<file path="src/tcw_pkg.sv">
// ----------------------------------------------------------------------------
// tcw_pkg: shared types and constants of the text console writer
// Command kinds passed from the front end to the back end, action codes of
// the input beat and the character constants of the console.
// ----------------------------------------------------------------------------
`timescale 1ns / 1ps
`default_nettype none

package tcw_pkg;

  // action field of an input beat
  localparam logic [1:0] ACT_PUT   = 2'd0;
  localparam logic [1:0] ACT_CLEAR = 2'd1;
  localparam logic [1:0] ACT_READ  = 2'd2;

  // decoded command kinds
  localparam logic [2:0] OP_PRINT   = 3'd0;
  localparam logic [2:0] OP_NEWLINE = 3'd1;
  localparam logic [2:0] OP_IGNORE  = 3'd2;  // put of a code that prints nothing
  localparam logic [2:0] OP_CLEAR   = 3'd3;
  localparam logic [2:0] OP_READ    = 3'd4;
  localparam logic [2:0] OP_NONE    = 3'd5;  // unused action, read out of range

  localparam logic [7:0]  NEWLINE_CODE = 8'h0A;
  localparam logic [7:0]  BLANK_CHAR   = 8'h20;
  localparam logic [7:0]  PRINT_LO     = 8'h20;
  localparam logic [7:0]  PRINT_HI     = 8'h7F;
  localparam logic [7:0]  ATTR_RESET   = 8'h0F;
  localparam logic [15:0] CELL_RESET   = 16'h0F20;

  typedef struct packed {
    logic [2:0] kind;
    logic [7:0] code;
  } tcw_cmd_t;

endpackage

`default_nettype wire

</file>
<file path="src/tcw_front.sv">
// ----------------------------------------------------------------------------
// tcw_front: input decode and command queue
// Classifies each input beat into a command kind and holds up to two
// commands for the back end.
// ----------------------------------------------------------------------------
`timescale 1ns / 1ps
`default_nettype none

module tcw_front #(
  parameter int COLUMNS = 80,
  parameter int ROWS = 25,
  localparam int CELLS = COLUMNS * ROWS,
  localparam int AW = $clog2(CELLS)
) (
  input  wire logic            clk,
  input  wire logic            rst_n,
  input  wire logic            hold,
  input  wire logic            in_valid,
  output logic                 in_ready,
  input  wire logic [1:0]      in_action,
  input  wire logic [7:0]      in_char_code,
  input  wire logic [10:0]     in_cell_index,
  output logic                 cmd_valid,
  input  wire logic            cmd_ready,
  output tcw_pkg::tcw_cmd_t    cmd,
  output logic      [AW-1:0]   cmd_addr
);

  import tcw_pkg::*;

  tcw_cmd_t    cmd_q_r  [2];
  logic [AW-1:0] addr_q_r [2];
  logic        wr_ptr_r, rd_ptr_r;
  logic [1:0]  count_r, count_nxt;
  logic        push, pop;
  tcw_cmd_t    dec_cmd;

  always_comb begin
    dec_cmd.code = in_char_code;
    unique case (in_action)
      ACT_PUT: begin
        if (in_char_code == NEWLINE_CODE) begin
          dec_cmd.kind = OP_NEWLINE;
        end else if (in_char_code >= PRINT_LO && in_char_code <= PRINT_HI) begin
          dec_cmd.kind = OP_PRINT;
        end else begin
          dec_cmd.kind = OP_IGNORE;
        end
      end
      ACT_CLEAR: dec_cmd.kind = OP_CLEAR;
      ACT_READ: begin
        dec_cmd.kind = (32'(in_cell_index) < 32'(CELLS)) ? OP_READ : OP_NONE;
      end
      default: dec_cmd.kind = OP_NONE;
    endcase
  end

  assign in_ready  = (count_r != 2'd2) && !hold;
  assign push      = in_valid && in_ready;
  assign cmd_valid = (count_r != 2'd0);
  assign pop       = cmd_valid && cmd_ready;
  assign cmd       = cmd_q_r[rd_ptr_r];
  assign cmd_addr  = addr_q_r[rd_ptr_r];

  always_comb begin
    unique case ({push, pop})
      2'b10:   count_nxt = count_r + 2'd1;
      2'b01:   count_nxt = count_r - 2'd1;
      default: count_nxt = count_r;
    endcase
  end

  always_ff @(posedge clk) begin
    if (!rst_n) begin
      wr_ptr_r <= 1'b0;
      rd_ptr_r <= 1'b0;
      count_r  <= 2'd0;
    end else begin
      if (push) begin
        wr_ptr_r <= !wr_ptr_r;
      end
      if (pop) begin
        rd_ptr_r <= !rd_ptr_r;
      end
      count_r <= count_nxt;
    end
  end

  always_ff @(posedge clk) begin
    if (push) begin
      cmd_q_r[wr_ptr_r]  <= dec_cmd;
      addr_q_r[wr_ptr_r] <= AW'(in_cell_index);
    end
  end

endmodule

`default_nettype wire

</file>
<file path="config.mk">
export PLATFORM = sky130hd
export DESIGN_NAME = tcw_front
export DESIGN_NICKNAME = d
export VERILOG_FILES = /design/src/tcw_pkg.sv /design/src/tcw_front.sv
export SDC_FILE = /design/constraint.sdc
export NUM_CORES = 1
export LEC_CHECK = 0
export BUFFER_PORTS_ARGS = -buffer_cell sky130_fd_sc_hd__buf_4
export CAP_MARGIN = 20
export CORE_MARGIN = 4
export CORE_UTILIZATION = 46
export CTS_CLUSTER_DIAMETER = 150
export CTS_CLUSTER_SIZE = 24
export DETAILED_ROUTE_END_ITERATION = 10
export GPL_TIMING_DRIVEN = 0
export HOLD_SLACK_MARGIN = 0.12
export PLACE_DENSITY = 0.81
export SETUP_SLACK_MARGIN = 0.4
export SYNTH_ARGS = -nofsm -noshare
export SYNTH_HDL_FRONTEND = slang
export SYNTH_SLANG_ARGS = --single-unit
</file>
<file path="constraint.sdc">
create_clock -name clk -period 2.7 [get_ports clk]
set_clock_uncertainty 0.1 [all_clocks]
set_input_delay 0.675 -clock clk [delete_from_list [all_inputs] [get_ports clk]]
set_output_delay 0.675 -clock clk [all_outputs]
set_load 0.1 [all_outputs]
</file>
==> qor.log <==
INFO  outcome        run_status=finished, final reports clean
INFO  setup_path     critical-path-max-stage-delay=0.38ns
INFO  synth          synth_seq_cells=49
INFO  clocking       clkLatencyLatePin=0.30ns
INFO  synth          synth_fa_ha_area_frac=0.006640
INFO  clocking       count_of_h_tree_levels_built_during_cts=2
INFO  layout         final.fill_count=321
INFO  timing         period_needed=2.222ns
INFO  synth          post_synth_xor_area_fraction=0.01394
INFO  min_path       worstHoldPathType=flop to flop
INFO  setup_path     cp_data_required_time=1.92ns
INFO  power          power.density=1069nW/um2
INFO  setup_path     worst_setup_path_start_kind=flop
INFO  synth          synth_top_area_share=0.7012
INFO  timing         setup_violations=0
INFO  power          switching_power_share_of_the_total=0.4471
INFO  clocking       tritoncts=yes
INFO  timing         unrepaired_setup_endpoints_after_global_routing=no
INFO  clocking       ctsLongestPathBuffers=2
INFO  synth          synth_compound_area_frac=0.03320
INFO  global_route   grt_util_met1=0.1591
INFO  global_route   grt_pass1_wl=5602um
INFO  drt            routed_wire_length_per_instance=16.24um
INFO  power          p_clk_frac=0.187
INFO  timing         final_hold_viol_count=0
INFO  setup_path     crit_path_top_delay_cell=sky130_fd_sc_hd__dfxtp_2
INFO  layout         number_of_nets_in_the_finished_design=189
INFO  synth          synth_cell_types=27
INFO  power          power.sequential.fraction=0.353
INFO  synth          post_synthesis_instance_area=1884um2
INFO  power          finalPower=0.002637W
INFO  layout         layout-drive-gt1-share=0.3804
INFO  power          power.share.combinational=0.460
INFO  timing         setup-tns-final=0ns
INFO  die            placement_rows=23
INFO  clocking       path_clk_slew=0.08ns
INFO  global_route   globalRouteMet3Util=0.05817
INFO  clocking       ctsRootBufferMaster=sky130_fd_sc_hd__clkbuf_8
INFO  setup_path     timing.critical_path.fanout_max=10
INFO  setup_path     critical_path_class=flop to output port
INFO  die            die_y=72um
INFO  setup_path     crit_chain=buf_6, mux2_1, buf_4
INFO  synth          synth_area_leaders=sky130_fd_sc_hd__edfxtp_1 70%, sky130_fd_sc_hd__mux2_1 13%, sky130_fd_sc_hd__dfxtp_1 5.3%
INFO  drt            antenna_left=0
INFO  die            die_w=72um
INFO  global_route   grt_start_max_net_pins=23
INFO  flow_run       drv.max_cap_violation_count=0
INFO  die            placeableCoreArea=3971um2
INFO  setup_path     path_delay_family=buffers and inverters
INFO  timing         max_clock_freq=450.0MHz
INFO  power          switching_power=0.001179W
INFO  synth          dominant_combinational_cell_family_by_area_after_synthesis=multiplexers
INFO  global_route   first_global_vias=1184
INFO  synth          syn_avg_cell_area=17.95um2
INFO  setup_path     critical_path_arrival=1.45ns
INFO  placed_design  gp_routability_congestion=0.6829
INFO  power          power_internal=0.001458W
INFO  synth          synth_largest_area_cell=sky130_fd_sc_hd__edfxtp_1
INFO  synth          post_synth_mux_area_share=0.1315
INFO  setup_path     timing.critical_path.to_type=output port
INFO  synth          synthesis.yosys.warnings=0
INFO  power          p_leak=0.9263nW
INFO  layout         diodes_inserted=0
INFO  drt            detail_route.wirelength=3459um
INFO  clocking       cts_made_buffers=5
INFO  synth          yosys.area_share.simple=0.04914
INFO  global_route   busiest_layer=met2
INFO  synth          postSynthCellCount=105
INFO  clocking       cts.sinks=49
INFO  placed_design  dpl.hpwl=2516um
INFO  synth          synth-seq-area-share=0.7543
INFO  timing         timing.max_slew.rel_slack=0.4506
INFO  timing         period_share=0.8230
INFO  setup_path     path_buf_inv=2
INFO  drt            drt-pass1-iter-count=4
INFO  die            floorplan.die_area=5184um2
INFO  timing         worst-slew-pin-transition=0.8180ns
INFO  global_route   antenna_found_initial=0
INFO  drt            drt_iter0_markers=48
INFO  die            design.portCount=50
INFO  clocking       ctsHoldBuffers=0
INFO  layout         flow.area_growth_from_synthesis=30.94%
INFO  power          peakVddDrop=634.1uV
INFO  synth          mappedNetlistNets=132
INFO  placed_design  port-buffer-count=49
INFO  drt            routed-via-count=1059
INFO  global_route   grt_usage=0.1470
INFO  drt            drc=0
INFO  global_route   grt_overflow_total=0
INFO  timing         final-max-slew-violation-count=0
INFO  drt            route.detailed.vias_per_inst=4.972
INFO  global_route   gr-usage-met2=0.2582
INFO  die            floorplan.initialDensity=0.4745
## power groups by stage
stage	clock, W	sequential, W	combinational [W]
4_1_cts	0.000509	0.000928	0.00122
3_3_place_gp	0	0.000939	0.00119
2_1_floorplan	0	0.000935	0.000962
3_5_place_dp	0	0.000945	0.00121
6_report	0.000494	0.000931	0.00121
5_1_grt	0.000539	0.000936	0.00125
## cells in the final DEF (no fill, tap or decap)
| cell | count |
|---|---|
| sky130_fd_sc_hd__nor3_1 | 1 |
| sky130_fd_sc_hd__nor4b_1 | 1 |
| sky130_fd_sc_hd__bufinv_16 | 1 |
| sky130_fd_sc_hd__edfxtp_1 | 44 |
| sky130_fd_sc_hd__ha_1 | 1 |
| sky130_fd_sc_hd__and4_1 | 1 |
| sky130_fd_sc_hd__clkbuf_1 | 2 |
| sky130_fd_sc_hd__o31a_1 | 1 |
| sky130_fd_sc_hd__and3_2 | 1 |
| sky130_fd_sc_hd__nor2b_1 | 1 |
| sky130_fd_sc_hd__nand2b_1 | 1 |
| sky130_fd_sc_hd__o21ai_1 | 1 |
| sky130_fd_sc_hd__mux2_1 | 22 |
| sky130_fd_sc_hd__xnor2_1 | 2 |
| sky130_fd_sc_hd__nor2_4 | 1 |
| sky130_fd_sc_hd__nor4_4 | 1 |
| sky130_fd_sc_hd__nand2_1 | 2 |
| sky130_fd_sc_hd__buf_8 | 1 |
| sky130_fd_sc_hd__inv_1 | 2 |
| sky130_fd_sc_hd__o2bb2ai_1 | 1 |
| sky130_fd_sc_hd__a21oi_1 | 2 |
| sky130_fd_sc_hd__dfxtp_1 | 4 |
| sky130_fd_sc_hd__o21ai_0 | 1 |
| sky130_fd_sc_hd__buf_6 | 2 |
| sky130_fd_sc_hd__xor2_1 | 1 |
| sky130_fd_sc_hd__buf_4 | 49 |
| sky130_fd_sc_hd__clkinv_1 | 1 |
| sky130_fd_sc_hd__clkbuf_8 | 5 |
| sky130_fd_sc_hd__dfxtp_2 | 1 |
| sky130_fd_sc_hd__or2_1 | 1 |
| sky130_fd_sc_hd__or3_1 | 1 |
| sky130_fd_sc_hd__o211a_1 | 1 |
| sky130_fd_sc_hd__nor2_1 | 4 |
| sky130_fd_sc_hd__o21a_1 | 2 |
## final timing paths
check / startpoint / end / slack, ns / depth (start not counted)
setup / recovery: flop / cmd[8] / 0.48 / 3
hold / removal: rd_ptr_r / flop / 0.42 / 2
setup reg to reg: count_r[1] / count_r[1] / 0.80 / 6
hold reg to reg: rd_ptr_r / flop / 0.42 / 2
## stage by stage
stage | instances | setup slack, ns | area, um2 | hold WS [ns] | utilization
global route | 213 | 0.4056 | 2467 | 0.4362 | 0.6213
global placement | 204 | 0.2116 | 2332 | 0.3912 | 0.5873
finish | 213 | 0.4780 | 2467 | 0.4241 | 0.6213
floorplan | 105 | 0.4448 | 1902 | 0.3752 | -
CTS | 213 | 0.3777 | 2459 | 0.4330 | 0.6191
detailed placement | 205 | 0.4887 | 2347 | 0.4131 | 0.5911
## worst min-delay path, stage by stage (launching register included)
cell                      delay [ns]
sky130_fd_sc_hd__dfxtp_1        0.33
sky130_fd_sc_hd__xnor2_1        0.08
sky130_fd_sc_hd__nor2_1         0.08
## cells in the mapped netlist
| cell type | number |
|---|---|
| sky130_fd_sc_hd__a21oi_1 | 2 |
| sky130_fd_sc_hd__and3_1 | 1 |
| sky130_fd_sc_hd__and4_1 | 1 |
| sky130_fd_sc_hd__buf_2 | 2 |
| sky130_fd_sc_hd__clkbuf_1 | 1 |
| sky130_fd_sc_hd__dfxtp_1 | 5 |
| sky130_fd_sc_hd__edfxtp_1 | 44 |
| sky130_fd_sc_hd__ha_1 | 1 |
| sky130_fd_sc_hd__inv_1 | 2 |
| sky130_fd_sc_hd__mux2_1 | 22 |
| sky130_fd_sc_hd__nand2_1 | 2 |
| sky130_fd_sc_hd__nand2b_1 | 1 |
| sky130_fd_sc_hd__nor2_1 | 5 |
| sky130_fd_sc_hd__nor2b_1 | 1 |
| sky130_fd_sc_hd__nor3_1 | 1 |
| sky130_fd_sc_hd__nor4_2 | 1 |
| sky130_fd_sc_hd__nor4b_1 | 1 |
| sky130_fd_sc_hd__o211a_1 | 1 |
| sky130_fd_sc_hd__o21a_1 | 2 |
| sky130_fd_sc_hd__o21ai_0 | 1 |
| sky130_fd_sc_hd__o21ai_1 | 1 |
| sky130_fd_sc_hd__o2bb2ai_1 | 1 |
| sky130_fd_sc_hd__o31a_1 | 1 |
| sky130_fd_sc_hd__or2_1 | 1 |
| sky130_fd_sc_hd__or3_1 | 1 |
| sky130_fd_sc_hd__xnor2_1 | 2 |
| sky130_fd_sc_hd__xor2_1 | 1 |
## cell type report
cell class	count	area (um2)	share of cell area
plain buffers	3	26.28	0.01065
clock buffers	6	72.57	0.02941
clock inverters	2	33.78	0.01369
inverters	2	7.507	0.003043
multi-input cells	51	459.2	0.1861
flip-flops and latches	49	1423	0.5766
well taps	50	62.56	0.02535
repair buffers	50	382.9	0.1552
## sequential cells by signal, summed over array words and instances (netlist names), named ones only
signal    flops
addr_q_r     22
cmd_q_r      22
count_r       2
rd_ptr_r      1
wr_ptr_r      1
## what timing repair did
item | in CTS | in global routing
setup buffers | 0 | 0
setup endpoints to repair | 20 | 20
resized for setup | 2 | 3
gates cloned | 0 | 0
## logic make-up (layout without fill, tap and decap cells)
kind of cell / after synthesis / after routing
compound gates: 9 / 9
simple gates: 16 / 16
flops: 49 / 49
xor+xnor: 3 / 3
buf+inv: 5 / 63
mux: 22 / 22
fa+ha+maj: 1 / 1
## metal layers
layer / vias up / part of all wire
li1: 517 / -
met1: 498 / 0.39
met2: 38 / 0.52
met3: 6 / 0.073
met4: 0 / 0.018
met5: - / 0
Note: power is estimated with default switching activity, not from simulation.
